==> src/hw/rtl/assert_macros.svh <==
// assertion macros used by the parser top level
`ifndef ASSERT_MACROS_SVH
`define ASSERT_MACROS_SVH

// same-cycle implication, checked on every rising edge outside reset
`define FCP_ASSERT_NOW(label, clk, rst_n, pre, post) \
    label: assert property (@(posedge clk) disable iff (!rst_n) (pre) |-> (post)) \
        else $error("assertion failed");

// next-cycle implication
`define FCP_ASSERT_NEXT(label, clk, rst_n, pre, post) \
    label: assert property (@(posedge clk) disable iff (!rst_n) (pre) |=> (post)) \
        else $error("assertion failed");

`endif

==> src/hw/rtl/fcp_pkg.sv <==
// types, codes and keyword table of the ftp command line parser
package fcp_pkg;

    localparam logic [5:0] ID_NONE = 6'd48;

    localparam logic [2:0] ST_OK    = 3'd0;
    localparam logic [2:0] ST_UNREC = 3'd1;
    localparam logic [2:0] ST_NOARG = 3'd2;
    localparam logic [2:0] ST_LOGIN = 3'd3;
    localparam logic [2:0] ST_EMPTY = 3'd4;

    localparam logic [9:0] RC_NONE  = 10'd0;
    localparam logic [9:0] RC_UNREC = 10'd500;
    localparam logic [9:0] RC_NOARG = 10'd501;
    localparam logic [9:0] RC_LOGIN = 10'd530;

    localparam logic [7:0] CH_NUL    = 8'd0;
    localparam logic [7:0] CH_LF     = 8'd10;
    localparam logic [7:0] CH_CR     = 8'd13;
    localparam logic [7:0] CH_SPACE  = 8'd32;
    localparam logic [7:0] CH_LOW_A  = 8'd97;
    localparam logic [7:0] CH_LOW_Z  = 8'd122;
    localparam logic [7:0] CH_CASE   = 8'd32;
    localparam logic [7:0] TN_CMD_LO = 8'd240;
    localparam logic [7:0] TN_IAC    = 8'd255;

    localparam int KW_COUNT = 53;

    localparam logic [2:0] KLEN_WORD = 3'd4;
    localparam logic [2:0] KLEN_LONG = 3'd5;

    localparam logic KIND_ARG     = 1'b0;
    localparam logic KIND_VERDICT = 1'b1;

    typedef struct packed {
        logic [31:0] word;
        logic [5:0]  id;
        logic        needs_arg;
        logic        before_logon;
    } t_kw_entry;

    typedef struct packed {
        logic [5:0] command_id;
        logic [2:0] status;
        logic [9:0] reply_code;
    } t_verdict;

    localparam t_kw_entry KW_TABLE [KW_COUNT] = '{
        '{"USER", 6'd0, 1'b1, 1'b1},  '{"PASS", 6'd1, 1'b0, 1'b1},
        '{"QUIT", 6'd2, 1'b0, 1'b1},  '{{8'h00, "CWD"}, 6'd3, 1'b0, 1'b0},
        '{{8'h00, "PWD"}, 6'd4, 1'b0, 1'b0}, '{"PORT", 6'd5, 1'b1, 1'b0},
        '{"PASV", 6'd6, 1'b0, 1'b0},  '{"TYPE", 6'd7, 1'b1, 1'b0},
        '{"LIST", 6'd8, 1'b0, 1'b0},  '{"REST", 6'd9, 1'b1, 1'b0},
        '{"CDUP", 6'd10, 1'b0, 1'b0}, '{"RETR", 6'd11, 1'b1, 1'b0},
        '{"STOR", 6'd12, 1'b1, 1'b0}, '{"STOU", 6'd13, 1'b1, 1'b0},
        '{"SIZE", 6'd14, 1'b1, 1'b0}, '{"DELE", 6'd15, 1'b1, 1'b0},
        '{{8'h00, "RMD"}, 6'd16, 1'b1, 1'b0}, '{{8'h00, "MKD"}, 6'd17, 1'b1, 1'b0},
        '{"RNFR", 6'd18, 1'b1, 1'b0}, '{"RNTO", 6'd19, 1'b1, 1'b0},
        '{"ABOR", 6'd20, 1'b0, 1'b0}, '{"SYST", 6'd21, 1'b0, 1'b1},
        '{"NOOP", 6'd22, 1'b0, 1'b0}, '{"APPE", 6'd23, 1'b1, 1'b0},
        '{"NLST", 6'd24, 1'b0, 1'b0}, '{"MDTM", 6'd25, 1'b1, 1'b0},
        '{"XPWD", 6'd4, 1'b0, 1'b0},  '{"XCUP", 6'd10, 1'b0, 1'b0},
        '{"XMKD", 6'd17, 1'b1, 1'b0}, '{"XRMD", 6'd16, 1'b1, 1'b0},
        '{"XCWD", 6'd3, 1'b1, 1'b0},  '{{8'h00, "NOP"}, 6'd26, 1'b0, 1'b0},
        '{"EPSV", 6'd27, 1'b0, 1'b0}, '{"EPRT", 6'd28, 1'b1, 1'b0},
        '{"AUTH", 6'd29, 1'b1, 1'b1}, '{"ADAT", 6'd30, 1'b1, 1'b1},
        '{"PBSZ", 6'd31, 1'b1, 1'b1}, '{"PROT", 6'd32, 1'b1, 1'b1},
        '{"FEAT", 6'd33, 1'b0, 1'b1}, '{"MODE", 6'd34, 1'b1, 1'b0},
        '{"OPTS", 6'd35, 1'b1, 1'b1}, '{"HELP", 6'd36, 1'b0, 1'b1},
        '{"ALLO", 6'd37, 1'b0, 1'b0}, '{"MLST", 6'd38, 1'b0, 1'b0},
        '{"MLSD", 6'd39, 1'b0, 1'b0}, '{"SITE", 6'd40, 1'b1, 1'b1},
        '{"P@SW", 6'd41, 1'b0, 1'b0}, '{"STRU", 6'd42, 1'b1, 1'b0},
        '{"CLNT", 6'd43, 1'b1, 1'b1}, '{"MFMT", 6'd44, 1'b1, 1'b0},
        '{"HASH", 6'd45, 1'b1, 1'b0}, '{"REIN", 6'd46, 1'b0, 1'b0},
        '{"STAT", 6'd47, 1'b0, 1'b0}
    };

endpackage

==> src/hw/rtl/fcp_kw_lookup.sv <==
// keyword match and end-of-line verdict
module fcp_kw_lookup (
    input  logic [31:0]        i_keyword,
    input  logic [2:0]         i_keyword_len,
    input  logic               i_arg_present,
    input  logic               i_logged_on,
    output fcp_pkg::t_verdict  o_verdict
);

    logic [fcp_pkg::KW_COUNT-1:0] hit;
    fcp_pkg::t_kw_entry           sel;
    logic                         found;

    always_comb begin
        for (int i = 0; i < fcp_pkg::KW_COUNT; i++) begin
            hit[i] = (fcp_pkg::KW_TABLE[i].word == i_keyword);
        end
    end

    // first matching entry wins
    always_comb begin
        sel   = fcp_pkg::KW_TABLE[0];
        found = 1'b0;
        for (int i = fcp_pkg::KW_COUNT - 1; i >= 0; i--) begin
            if (hit[i]) begin
                sel   = fcp_pkg::KW_TABLE[i];
                found = 1'b1;
            end
        end
    end

    always_comb begin
        o_verdict.command_id = fcp_pkg::ID_NONE;
        o_verdict.status     = fcp_pkg::ST_UNREC;
        o_verdict.reply_code = fcp_pkg::RC_UNREC;
        if (i_keyword_len == 3'd0) begin
            o_verdict.status     = fcp_pkg::ST_EMPTY;
            o_verdict.reply_code = fcp_pkg::RC_NONE;
        end else if (i_keyword_len <= fcp_pkg::KLEN_WORD && found) begin
            if (sel.needs_arg && !i_arg_present) begin
                o_verdict.status     = fcp_pkg::ST_NOARG;
                o_verdict.reply_code = fcp_pkg::RC_NOARG;
            end else if (!i_logged_on && !sel.before_logon) begin
                o_verdict.status     = fcp_pkg::ST_LOGIN;
                o_verdict.reply_code = fcp_pkg::RC_LOGIN;
            end else begin
                o_verdict.command_id = sel.id;
                o_verdict.status     = fcp_pkg::ST_OK;
                o_verdict.reply_code = fcp_pkg::RC_NONE;
            end
        end
    end

endmodule

==> src/hw/rtl/ftp_command_line_parser.sv <==
// ftp control connection command line parser, top level
//
// rx channel: one control-connection byte per beat (i_rx_valid / o_rx_ready).
// res channel: one result per beat (o_res_valid / i_res_ready). kind 0 carries an
// argument byte, kind 1 the end-of-line verdict with command id, status and reply.
// a byte causes at most one result; the result appears in the output register
// the cycle after its byte is taken.
// throughput is one byte per cycle: the line state and the keyword compare against
// the 53-entry table both sit between the line state registers and the output
// register, and o_rx_ready stays high while the output register is empty or being
// taken in the same cycle.
// when the receiver stalls with a result pending, o_rx_ready drops and the result
// holds until taken; bytes that give no result still need a free output slot.
// i_cfg_we writes the logged-on flag; write it only while the block is idle.
// reset (synchronous, active low) clears the line state, the telnet skip, the
// logged-on flag and the output valid.
module ftp_command_line_parser #(
    parameter int MAX_LINE = 2000
) (
    input  logic       i_clk,
    input  logic       i_rst_n,
    input  logic       i_cfg_we,
    input  logic       i_cfg_logged_on,
    input  logic       i_rx_valid,
    output logic       o_rx_ready,
    input  logic [7:0] i_rx_byte,
    output logic       o_res_valid,
    input  logic       i_res_ready,
    output logic       o_kind,
    output logic [7:0] o_arg_byte,
    output logic [5:0] o_command_id,
    output logic [2:0] o_status,
    output logic [9:0] o_reply_code
);

`include "assert_macros.svh"

    localparam int LEN_W = $clog2(MAX_LINE + 1);
    localparam logic [LEN_W-1:0] LEN_MAX = LEN_W'(MAX_LINE);

    logic             r_logged_on;
    logic             r_telnet_skip, n_telnet_skip;
    logic [LEN_W-1:0] r_line_len, n_line_len;
    logic             r_space_seen, n_space_seen;
    logic [31:0]      r_keyword, n_keyword;
    logic [2:0]       r_keyword_len, n_keyword_len;
    logic             r_arg_present, n_arg_present;

    logic             r_res_valid;
    logic             r_kind;
    logic [7:0]       r_arg_byte;
    logic [5:0]       r_command_id;
    logic [2:0]       r_status;
    logic [9:0]       r_reply_code;

    logic             accept;
    logic             emit_arg, emit_verdict;
    logic [7:0]       upper;
    fcp_pkg::t_verdict verdict;

    assign o_rx_ready = !r_res_valid || i_res_ready;
    assign accept     = i_rx_valid && o_rx_ready;

    assign upper = (i_rx_byte >= fcp_pkg::CH_LOW_A && i_rx_byte <= fcp_pkg::CH_LOW_Z) ?
                   i_rx_byte - fcp_pkg::CH_CASE : i_rx_byte;

    fcp_kw_lookup u_lookup (
        .i_keyword     (r_keyword),
        .i_keyword_len (r_keyword_len),
        .i_arg_present (r_arg_present),
        .i_logged_on   (r_logged_on),
        .o_verdict     (verdict)
    );

    always_comb begin
        logic drop;
        n_telnet_skip = r_telnet_skip;
        n_line_len    = r_line_len;
        n_space_seen  = r_space_seen;
        n_keyword     = r_keyword;
        n_keyword_len = r_keyword_len;
        n_arg_present = r_arg_present;
        emit_arg      = 1'b0;
        emit_verdict  = 1'b0;
        drop          = 1'b0;
        if (accept) begin
            // telnet sequences are only looked for at line start
            if (r_line_len == '0) begin
                if (r_telnet_skip) begin
                    if (i_rx_byte < fcp_pkg::TN_CMD_LO) begin
                        n_telnet_skip = 1'b0;
                    end else begin
                        drop = 1'b1;
                    end
                end else if (i_rx_byte == fcp_pkg::TN_IAC) begin
                    n_telnet_skip = 1'b1;
                    drop          = 1'b1;
                end
            end
            if (!drop) begin
                if (i_rx_byte == fcp_pkg::CH_CR || i_rx_byte == fcp_pkg::CH_LF ||
                    i_rx_byte == fcp_pkg::CH_NUL) begin
                    if (r_line_len != '0) begin
                        emit_verdict  = 1'b1;
                        n_line_len    = '0;
                        n_space_seen  = 1'b0;
                        n_keyword     = '0;
                        n_keyword_len = '0;
                        n_arg_present = 1'b0;
                    end
                end else if (r_line_len < LEN_MAX) begin
                    n_line_len = r_line_len + 1'b1;
                    if (r_space_seen) begin
                        n_arg_present = 1'b1;
                        emit_arg      = 1'b1;
                    end else if (i_rx_byte == fcp_pkg::CH_SPACE) begin
                        n_space_seen = 1'b1;
                    end else if (r_keyword_len < fcp_pkg::KLEN_WORD) begin
                        n_keyword     = {r_keyword[23:0], upper};
                        n_keyword_len = r_keyword_len + 1'b1;
                    end else begin
                        n_keyword_len = fcp_pkg::KLEN_LONG;
                    end
                end
            end
        end
    end

    always_ff @(posedge i_clk) begin
        if (!i_rst_n) begin
            r_logged_on   <= 1'b0;
            r_telnet_skip <= 1'b0;
            r_line_len    <= '0;
            r_space_seen  <= 1'b0;
            r_keyword     <= '0;
            r_keyword_len <= '0;
            r_arg_present <= 1'b0;
            r_res_valid   <= 1'b0;
        end else begin
            if (i_cfg_we) begin
                r_logged_on <= i_cfg_logged_on;
            end
            r_telnet_skip <= n_telnet_skip;
            r_line_len    <= n_line_len;
            r_space_seen  <= n_space_seen;
            r_keyword     <= n_keyword;
            r_keyword_len <= n_keyword_len;
            r_arg_present <= n_arg_present;
            if (emit_arg || emit_verdict) begin
                r_res_valid <= 1'b1;
            end else if (i_res_ready) begin
                r_res_valid <= 1'b0;
            end
        end
    end

    // result payload, no reset needed
    always_ff @(posedge i_clk) begin
        if (emit_arg) begin
            r_kind       <= fcp_pkg::KIND_ARG;
            r_arg_byte   <= i_rx_byte;
            r_command_id <= fcp_pkg::ID_NONE;
            r_status     <= fcp_pkg::ST_OK;
            r_reply_code <= fcp_pkg::RC_NONE;
        end else if (emit_verdict) begin
            r_kind       <= fcp_pkg::KIND_VERDICT;
            r_arg_byte   <= 8'd0;
            r_command_id <= verdict.command_id;
            r_status     <= verdict.status;
            r_reply_code <= verdict.reply_code;
        end
    end

    assign o_res_valid  = r_res_valid;
    assign o_kind       = r_kind;
    assign o_arg_byte   = r_arg_byte;
    assign o_command_id = r_command_id;
    assign o_status     = r_status;
    assign o_reply_code = r_reply_code;

    `FCP_ASSERT_NOW(a_skip_at_line_start, i_clk, i_rst_n, r_telnet_skip, r_line_len == '0)
    `FCP_ASSERT_NOW(a_len_bounded, i_clk, i_rst_n, 1'b1,
                    r_line_len <= LEN_MAX && r_keyword_len <= fcp_pkg::KLEN_LONG)
    `FCP_ASSERT_NOW(a_arg_after_space, i_clk, i_rst_n, r_res_valid && r_kind == fcp_pkg::KIND_ARG,
                    r_space_seen && r_arg_present)
    `FCP_ASSERT_NEXT(a_verdict_clears, i_clk, i_rst_n, emit_verdict,
                     r_line_len == '0 && !r_space_seen && r_keyword_len == '0)

endmodule

==> config.mk <==
export PLATFORM = sky130hd
export DESIGN_NAME = ftp_command_line_parser
export DESIGN_NICKNAME = d
export VERILOG_FILES = /design/src/hw/rtl/fcp_pkg.sv /design/src/hw/rtl/fcp_kw_lookup.sv /design/src/hw/rtl/ftp_command_line_parser.sv
export VERILOG_INCLUDE_DIRS = /design/src /design/src/hw/rtl
export SDC_FILE = /design/constraint.sdc
export NUM_CORES = 1
export LEC_CHECK = 0
export BUFFER_PORTS_ARGS = -buffer_cell sky130_fd_sc_hd__buf_2
export CORE_MARGIN = 1.5
export CORE_UTILIZATION = 61
export DETAILED_ROUTE_END_ITERATION = 7
export GPL_TIMING_DRIVEN = 0
export PLACE_DENSITY = 0.83
export SYNTH_ARGS = -nofsm -noshare
export SYNTH_HDL_FRONTEND = slang
export SYNTH_SLANG_ARGS = --single-unit
==> constraint.sdc <==
create_clock -name i_clk -period 3.04 [get_ports i_clk]
set_input_delay 0.152 -clock i_clk [delete_from_list [all_inputs] [get_ports i_clk]]
set_output_delay 0.152 -clock i_clk [all_outputs]
set_load 0.01 [all_outputs]
Yosys cells after proc, flatten, opt, wreduce, memory -nomap -nowiden
Index checks and enable logic that the tools add are counted.
- flip-flop bits (word level): 79
- bits in latches: 0
- bits in writable memories: 0
- memory bits (read-only): 0
- bits of input ports: 14
- output and inout port bits: 30
- logic and storage cells: 265
- memories kept: 0
- add/sub/neg operators: 3
- $mul: 0
- div/mod/pow operators: 0
- order comparisons: 6
- equality and inequality tests: 60
- shift operators: 0
- mux-type cells: 155
- bitwise gates (word level): 1
- reductions and logical operators: 27
- operators with widths (cell ; number):
    $eq 31x32->1 const A ; 48
    $mux 8 ; 56
    $mux 32 ; 6
    $eq 23x32->1 const A ; 5
    $mux 1 ; 77
    $mux 11 ; 3
    $mux 13 ; 2
    $mux 19 ; 1
    $mux 3 ; 6
    $mux 6 ; 3
    $eq 8x4->1 const B ; 2
    $mux 12 ; 1
    $add 11x1->11 const B ; 1
    $logic_not 11->1 ; 1
    $lt 11x11->1 const B ; 1
    $reduce_bool 11->1 ; 1
    $reduce_bool 2->1 ; 5
    $eq 8x6->1 const B ; 1
    $eq 8x8->1 const B ; 1
    $ge 8x7->1 const B ; 1
    $le 8x7->1 const B ; 1
    $logic_not 8->1 ; 1
    $lt 8x8->1 const B ; 1
    $sub 8x6->8 const B ; 1
    15 further kinds ; 26

Depth between registers and ports, before layout
Gate-level depths: netlist of the first run.
- depth in word-level cells: 60
- gate-level depth with buffers: 11
- gate-level depth less buffers: 10

By module
Synthesis of the first run repeated with hierarchy kept, for this count alone.
- cell total of the unflattened synthesis: 681
- area total of the unflattened synthesis: 5575.3 sq um
- by module, submodules not included (module ; times used ; cells an instance ; area each (sq um) ; seq. area each (sq um)):
    ftp_command_line_parser ; 1 ; 369 ; 3453.3 ; 1661.6
    fcp_kw_lookup ; 1 ; 312 ; 2122.0 ; 0.0

Worst setup path before layout of the first run
No wires, ideal clock.
- kind: register to register
- start point: reg r_keyword[25]
- end point: reg r_reply_code[4] (netlist: o_reply_code[4])
- setup time: 134 ps
- data arrival time: 2434 ps
- required time: 2906 ps
- setup slack: 472 ps
- cell stages (with the launch flop): 10
- path buffers: 1
- period minus slack after synthesis: 2568 ps
- path through: dfxtp_1 > buf_2 > nor4bb_4 > and4_1 > and4_1 > o211ai_1 > or4b_4 > o31a_1 > a2111oi_0 > a21oi_1
- word-level cells in the longest chain between the ends: 60
- elaborated cells between the ends (all ways): 167
- classes of those cells: eq/ne: 53; mux: 110; reduce/logical: 4
- RTL lines (what ; line ; source):
    start, declared ; ftp_command_line_parser.sv:45 ; logic [31:0] r_keyword, n_keyword;
    start signal, assigned ; ftp_command_line_parser.sv:146 ; r_keyword <= n_keyword;
    $eq 31x32->1 ; fcp_kw_lookup.sv:16 ; hit[i] = (fcp_pkg::KW_TABLE[i].word == i_keyword);
    $mux 8 (53 in a row) ; fcp_kw_lookup.sv:25 ; if (hit[i]) begin
    $logic_not 1->1 ; fcp_kw_lookup.sv:43 ; end else if (!i_logged_on && !sel.before_logon) begin
    $logic_and 1x1->1 ; fcp_kw_lookup.sv:43 ;
    $mux 12 ; fcp_kw_lookup.sv:43 ;
    $mux 13 ; fcp_kw_lookup.sv:40 ; if (sel.needs_arg && !i_arg_present) begin
    $mux 19 * ; fcp_kw_lookup.sv:39 ; end else if (i_keyword_len <= fcp_pkg::KLEN_WORD && found) begin
    $mux 13 * ; fcp_kw_lookup.sv:36 ; if (i_keyword_len == 3'd0) begin
    end signal, assigned ; ftp_command_line_parser.sv:164 ; r_reply_code <= fcp_pkg::RC_NONE;
    end signal, assigned ; ftp_command_line_parser.sv:170 ; r_reply_code <= verdict.reply_code;
    end, declared ; ftp_command_line_parser.sv:54 ; logic [9:0] r_reply_code;
Every way passes the cells marked *; elsewhere a longest branch is shown, timed or not.
A chain may end at the register's enable or synchronous reset.

Worst setup path in the final report of the first run
- start point: reg r_keyword[25]
- end point: reg r_reply_code[1] (netlist: o_reply_code[1])
The elaborated chain is that of the path after synthesis.

==> impl_metrics.toml, run 1 <==
[status]
status = "finished with violations"
violations = "design-rule violations, negative setup slack"

[final_layout]
design_area_um2 = 5970
antenna-diode-count = 0
fin_util = 0.730
fillers = 595
final_cell_mix = "62 x dfxtp_1, 60 x buf_2, 49 x nand2_1"
drive_gt1_frac = 0.213
synthToLayoutAreaGrowth_pct = 16.2
final_common_cell = "dfxtp_1"
final_nets = 710

[placement]
io_buffers = 42
post-dp-hpwl_mm = 13.4
dpl_cell_area_um2 = 5480
place_congestion = 1.22

[critical_path]
start_kind = "flip-flop"
worstPathMaxFanout = 10
worstSetupPathType = "flip-flop to flip-flop"
arrival_ns = 3.39
crit_path_start = "r_keyword[25]$_SDFFE_PN0P_"
required_ns = 3.34
end_kind = "flip-flop"
reg2reg_from = "r_keyword[25]$_SDFFE_PN0P_"

[power_and_ir_drop]
p_per_area_nw_per_um2 = 345
finalPower_mw = 2.06
leakage_nw = 2.10
vdd_drop_max_v = 0.000388

[logic_synthesis]
synthArstFlopShare = 0
synth_cell_types = 73
synthFlopType = "dfxtp_1"
synth_top_area_share = 0.253
syn_area_per_cell_um2 = 8.10
syn_nets = 654
syn-cell-area_um2 = 5140
synth_edf_count = 8
yosysTopAreaCell = "dfxtp_1"
synth_area_leaders = "dfxtp_1 25%, nor2b_1 5.2%, nand4_1 5.0%"
synthCells = 635
ys_ff_latch = 73
ys_seq_area_frac = 0.300
yosysWarningCount = 0

[timing]
setup-tns-final_ns = -0.158
max_clock_freq_ghz = 0.324
clock_skew_ns = 0.0131
period_needed_ns = 3.09
timing.slew.headroom = 0.476
whs_ns = 0.0953
tightest_slew_ns = 0.785
setup_viol = 9
fin_crit_sh = 1.02
slew_violations = 0
setup_slack_ns = -0.0505
hold_viol = 0

[routing]
topRoutingLayerUsed = "met4"
viasPerCell = 7.47
wl_per_cell_um = 23.3
drt_pass1_iterations = 8
vias = 5984
wl_mm = 18.6
drtIter0Drc = 1324
ant_nets = 0
met1_length_mm = 6.79
dr_wl_met3_mm = 2.28
drc = 42
wl_met2_mm = 8.04

[cts]
cts-buffers-inserted = 9
cts_hold_buf = 0
cts_htree_levels = 3
cts_tree = "yes"
clk_pin_slew_ns = 0.08
ctsLongestPathBuffers = 2
cts-root-buf = "clkbuf_8"
cts_sinks = 73
clock_latency_ns = 0.35

[grt]
track_usage = 0.415
grt_pass1_wl_mm = 28.3
grt_max_degree = 14
grt_pass1_vias = 5369
antenna_found_initial = 0
grt-ovfl-total = 0

[floorplanning]
dieArea_um2 = 8990
die_w_um = 94.8
initial_core_util = 0.629
rows = 33
coreArea_um2 = 8180
num_io_pins = 44
die_y_um = 94.8

[run]
drv_cap = 0

[min_path]
hold_class = "input pin to flip-flop"
hold_path.startpoint = "i_cfg_logged_on"
## report_power, final
part           total, mW  switching (mW)  internal (mW)
logic              0.282           0.182          0.100
registers           1.03          0.0295           1.00
clock network      0.744           0.395          0.349
total               2.06           0.606           1.45
## worst max-delay path, cell delays in order (launching register included)
cell and delay [ns]:
dfxtp_1 0.43, buf_2 0.29, nor4b_1 0.67, nand4_1 0.25
o22ai_1 0.43, nor4_1 0.17, nand4_1 0.15, nor3_2 0.09
a211oi_4 0.21, buf_4 0.19, a32o_1 0.16
## routing by layer
| metal | GRT usage | up-vias |
|---|---|---|
| li1 | - | 2563 |
| met1 | 0.522 | 2715 |
| met2 | 0.639 | 531 |
| met4 | 0.230 | 0 |
| met3 | 0.114 | 175 |
| met5 | 0 | - |
## synth_stat cells, types with 3 or more instances
cell	instances
edfxtp_1	8
buf_2	20
or4b_1	6
o211a_1	3
nand2_1	49
nand4_1	41
mux2i_1	3
or4_1	6
nand4b_1	6
nor4b_1	16
a21oi_1	24
nand3_1	18
or3_1	4
o21ai_0	9
and4b_1	3
and3_1	12
nand2b_1	4
inv_1	13
nor4_1	33
xor2_1	5
buf_4	8
nor2_1	48
xnor2_1	4
o31a_1	3
nor2b_1	43
o41ai_1	3
ha_1	5
and4_1	6
a22oi_1	29
nor4_2	4
nand3b_1	4
nor4bb_1	12
nor4b_2	3
a211oi_1	4
a31oi_1	5
and2_1	8
dfxtp_1	65
nor3_1	27
a22o_1	6
clkbuf_1	20
## repair_timing
| action | in CTS | in global routing |
|---|---|---|
| gates resized for setup | 15 | 47 |
| pin swaps | 0 | 2 |
| endpoints found under the setup margin | 18 | 42 |
| buffers inserted | 0 | 3 |
## sequential cells by signal, summed over array words and instances, names as in the netlist
name	count
r_keyword	32
r_line_len	11
o_arg_byte	8
o_command_id	6
o_reply_code	4
o_status	3
r_keyword_len	3
o_kind	1
o_res_valid	1
r_arg_present	1
r_logged_on	1
r_space_seen	1
r_telnet_skip	1
## cell families (layout without fill, tap and decap cells)
kind of cell / count (synthesis) / count (layout) / synth area share
adder cells (fa/ha/maj): 5 / 5 / 0.0122
AND/OR/NAND/NOR: 369 / 369 / 0.451
buffers and inverters: 63 / 124 / 0.0567
flip-flops: 73 / 73 / 0.300
AO/OA/AOI/OAI: 112 / 112 / 0.158
multiplexers: 3 / 3 / 0.00584
XOR/XNOR: 9 / 9 / 0.0153
other: 1 / 1 / 0.000729
## worst paths after layout
path                                                      to  slack, ns  depth (start not counted)
worst min register to register           o_kind$_SDFFE_PP0P_       0.46                          2
worst min-delay path                r_logged_on$_SDFFE_PN0P_        0.1                          3
worst max register to register  o_reply_code[1]$_SDFFE_PP0P_      -0.05                         10
worst max-delay path            o_reply_code[1]$_SDFFE_PP0P_      -0.05                         10
## through the flow
stage	instances	setup slack [ns]
floorplan	635	0.472
global placement	782	-0.228
detailed placement	782	-0.166
CTS	798	0.00233
global route	801	-0.0873
finish	801	-0.0505
## cell type report
cell class                      count  area (um^2)  share of cell area
Timing Repair Buffer               45          233              0.0390
Inverter                           13         48.8             0.00817
Buffer                             50          264              0.0442
Tap cell                          105          131              0.0220
Clock buffer                       11          153              0.0256
Clock inverter                      5         37.5             0.00629
Multi-Input combinational cell    499         3560               0.596
Sequential cell                    73         1550               0.259
No activity file was read; power rests on OpenSTA's default activity.
==> inputs of run 2 (changes only) <==
--- a/config.mk
+++ b/config.mk
@@ -6,6 +6,7 @@
 export SDC_FILE = /design/constraint.sdc
 export NUM_CORES = 1
 export LEC_CHECK = 0
+export ABC_AREA = 1
 export BUFFER_PORTS_ARGS = -buffer_cell sky130_fd_sc_hd__buf_2
 export CORE_MARGIN = 1.5
 export CORE_UTILIZATION = 61
==> run 2 against run 1 <==
The flow now finishes without violations. Die area increased by 7.0%. Critical path type unchanged. Combinational power down 2%. Register-to-register slack improved by 0.20 ns.
==> impl_metrics.toml, run 2 <==
[status]
status = "finished clean"

[floorplanning]
dieArea_um2 = 9620
coreArea_um2 = 8720
initial_core_util = 0.632
die_w_um = 98.1
rows = 34
num_io_pins = 44
die_y_um = 98.1

[power_and_ir_drop]
finalPower_mw = 2.16
pwr-share-comb = 0.128
intPower_mw = 1.53
power.switching_mw = 0.628
vdd_drop_max_v = 0.000335
p_clk_frac = 0.391
pwr-share-seq = 0.482
leakage_nw = 2.54
swShare = 0.291
p_per_area_nw_per_um2 = 347

[logic_synthesis]
synth_top_area_share = 0.236
synth-compound-area-share = 0.117
yosysMostFrequentCell = "nand2_1"
synth_cell_types = 52
syn_nets = 889
synthAdderAreaFrac = 0.0113
ys_seq_area_frac = 0.280
synth_top_family_by_area = "simple AND/OR/NAND/NOR gates"
synth_edf_count = 8
ys_ff_latch = 73
synth_area_leaders = "dfxtp_1 24%, nand2_1 12%, inv_1 9.3%"
synthFlopType = "dfxtp_1"
synth-xor-area-share = 0
syn_area_per_cell_um2 = 6.34
synth_mux_area_frac = 0
synthSimpleGateAreaFrac = 0.466
synthArstFlopShare = 0
syn-cell-area_um2 = 5510
synth_common_cells = "178 x nand2_1, 136 x inv_1, 128 x nor2_1, 65 x dfxtp_1, 48 x nand3_1"
yosysTopAreaCell = "dfxtp_1"
synthCells = 870
yosysWarningCount = 0

[critical_path]
start_kind = "flip-flop"
reg2regPathDepth = 19
arrival_ns = 3.13
end_kind = "flip-flop"
worstSetupPathType = "flip-flop to flip-flop"
r2r-end = "o_command_id[5]$_SDFFE_PP1P_"
worstPathMaxFanout = 8
required_ns = 3.29
reg2reg_from = "r_keyword[30]$_SDFFE_PN0P_"
ff2ff_setup_slack_ns = 0.15

[routing]
wl_per_cell_um = 17.6
drt_pass1_iterations = 6
drtIter0Drc = 664
drc = 0
wl_mm = 18.3
vias = 6440
ant_nets = 0
viasPerCell = 6.21

[placement]
place_congestion = 1.12
dpl_cell_area_um2 = 5860
post-dp-hpwl_mm = 14.3
place_ws_ns = 0.0390
io_buffers = 42
post-place-cells = 1020

[final_layout]
fin_util = 0.713
antenna-diode-count = 0
stdcell_count = 1037
design_area_um2 = 6220
largest_reg_flops = 32
synthToLayoutAreaGrowth_pct = 12.8
drive_gt1_frac = 0.192
final_nets = 943
max_flop_register = "r_keyword"
final_cell_mix = "174 x nand2_1, 135 x inv_1, 124 x nor2_1"
final_common_cell = "nand2_1"

[cts]
cts-buffers-inserted = 9
cts_htree_levels = 3
clock_latency_ns = 0.35
clk_pin_slew_ns = 0.09
post_cts_buffers = 0
ctsLongestPathBuffers = 2
cts_sinks = 73
cts_tree = "yes"
cts-root-buf = "clkbuf_8"

[timing]
whs_ns = 0.0435
period_needed_ns = 2.89
timing.slew.headroom = 0.557
hold_viol = 0
clock_skew_ns = 0.0132
fin_crit_sh = 0.949
tightest_slew_ns = 0.659
max_clock_freq_ghz = 0.347
slew_violations = 0
setup_slack_ns = 0.154
setup-tns-final_ns = 0
setup_viol = 0

[grt]
grt_pass1_wl_mm = 29.1
grt_max_degree = 15
grt_pass1_vias = 5882
antenna_found_initial = 0
grt-ovfl-total = 0
track_usage = 0.380

[min_path]
hold_depth = 3
hold_path.startpoint = "i_cfg_logged_on"
min_to = "r_logged_on$_SDFFE_PN0P_"
hold_class = "input pin to flip-flop"

[run]
drv_cap = 0
==> run 2: repair_timing <==
action | in CTS | in global routing
hold endpoints to repair | 1 | 0
resized for setup | 0 | 32
hold buffers | 1 | 0
setup endpoints to repair | 0 | 11
==> run 2: metal layers <==
layer / track usage / part of all wire / vias up
met5: 0 / 0 / -
met4: 0.242 / 0.073 / 0
met3: 0.0709 / 0.11 / 121
met2: 0.598 / 0.44 / 442
met1: 0.479 / 0.38 / 2888
li1: - / - / 2989
==> run 2: kinds of logic (layout without fill, tap and decap cells) <==
family	after synthesis	in the layout
flip-flops	73	73
buffers and inverters	172	231
AND/OR/NAND/NOR	517	517
AO/OA/AOI/OAI	102	102
other	1	1
adder cells (fa/ha/maj)	5	5
==> run 2: power by group through the flow <==
stage                     clock network (mW)  logic [mW]  registers [mW]
final                                  0.842       0.275            1.04
after global placement                     0       0.255            1.06
after CTS                              0.848       0.267            1.04
after detailed placement                   0       0.263            1.06
after global routing                   0.883       0.302            1.04
after floorplan                            0       0.190            1.05
==> run 2: worst max path at each step <==
| stage | end | from | cells after the start | slack (ns) |
|---|---|---|---|---|
| after floorplan | r_keyword[16]$_SDFFE_PN0P_ | r_line_len[0]$_SDFFE_PN0P_ | 17 | 0.82 |
| after detailed placement | o_command_id[5]$_SDFFE_PP1P_ | r_keyword[3]$_SDFFE_PN0P_ | 17 | 0.04 |
| after CTS | o_command_id[5]$_SDFFE_PP1P_ | r_keyword[3]$_SDFFE_PN0P_ | 17 | 0.04 |
| after global routing | o_command_id[5]$_SDFFE_PP1P_ | r_keyword[30]$_SDFFE_PN0P_ | 21 | -0.02 |
| final | o_command_id[5]$_SDFFE_PP1P_ | r_keyword[30]$_SDFFE_PN0P_ | 19 | 0.15 |
| after global placement | o_command_id[5]$_SDFFE_PP1P_ | r_keyword[3]$_SDFFE_PN0P_ | 17 | 0.09 |
==> run 2: cell type report <==
| cell class | count | area, um^2 |
|---|---|---|
| timing repair buffer | 43 | 220 |
| sequential | 73 | 1550 |
| tap | 108 | 135 |
| buffer | 15 | 97.6 |
| clock buffer | 10 | 149 |
| multi-input combinational | 625 | 3400 |
| inverter | 157 | 594 |
| fill | 702 | 2500 |
| clock inverter | 6 | 71.3 |
==> run 2: worst max-delay path, cell delays in order, from the launching register on <==
cell	delay, ns
dfxtp_2	0.39
inv_1	0.06
nor2_1	0.11
nand2_2	0.16
nor2_1	0.24
nand2_1	0.22
inv_2	0.20
nand4_1	0.12
o32ai_1	0.21
nor2_1	0.09
nand4_1	0.15
nor3_1	0.11
nand3_1	0.13
o21ai_2	0.08
inv_2	0.09
nand2_4	0.07
nor2_4	0.12
nand3_1	0.09
o21ai_1	0.10
inv_1	0.06
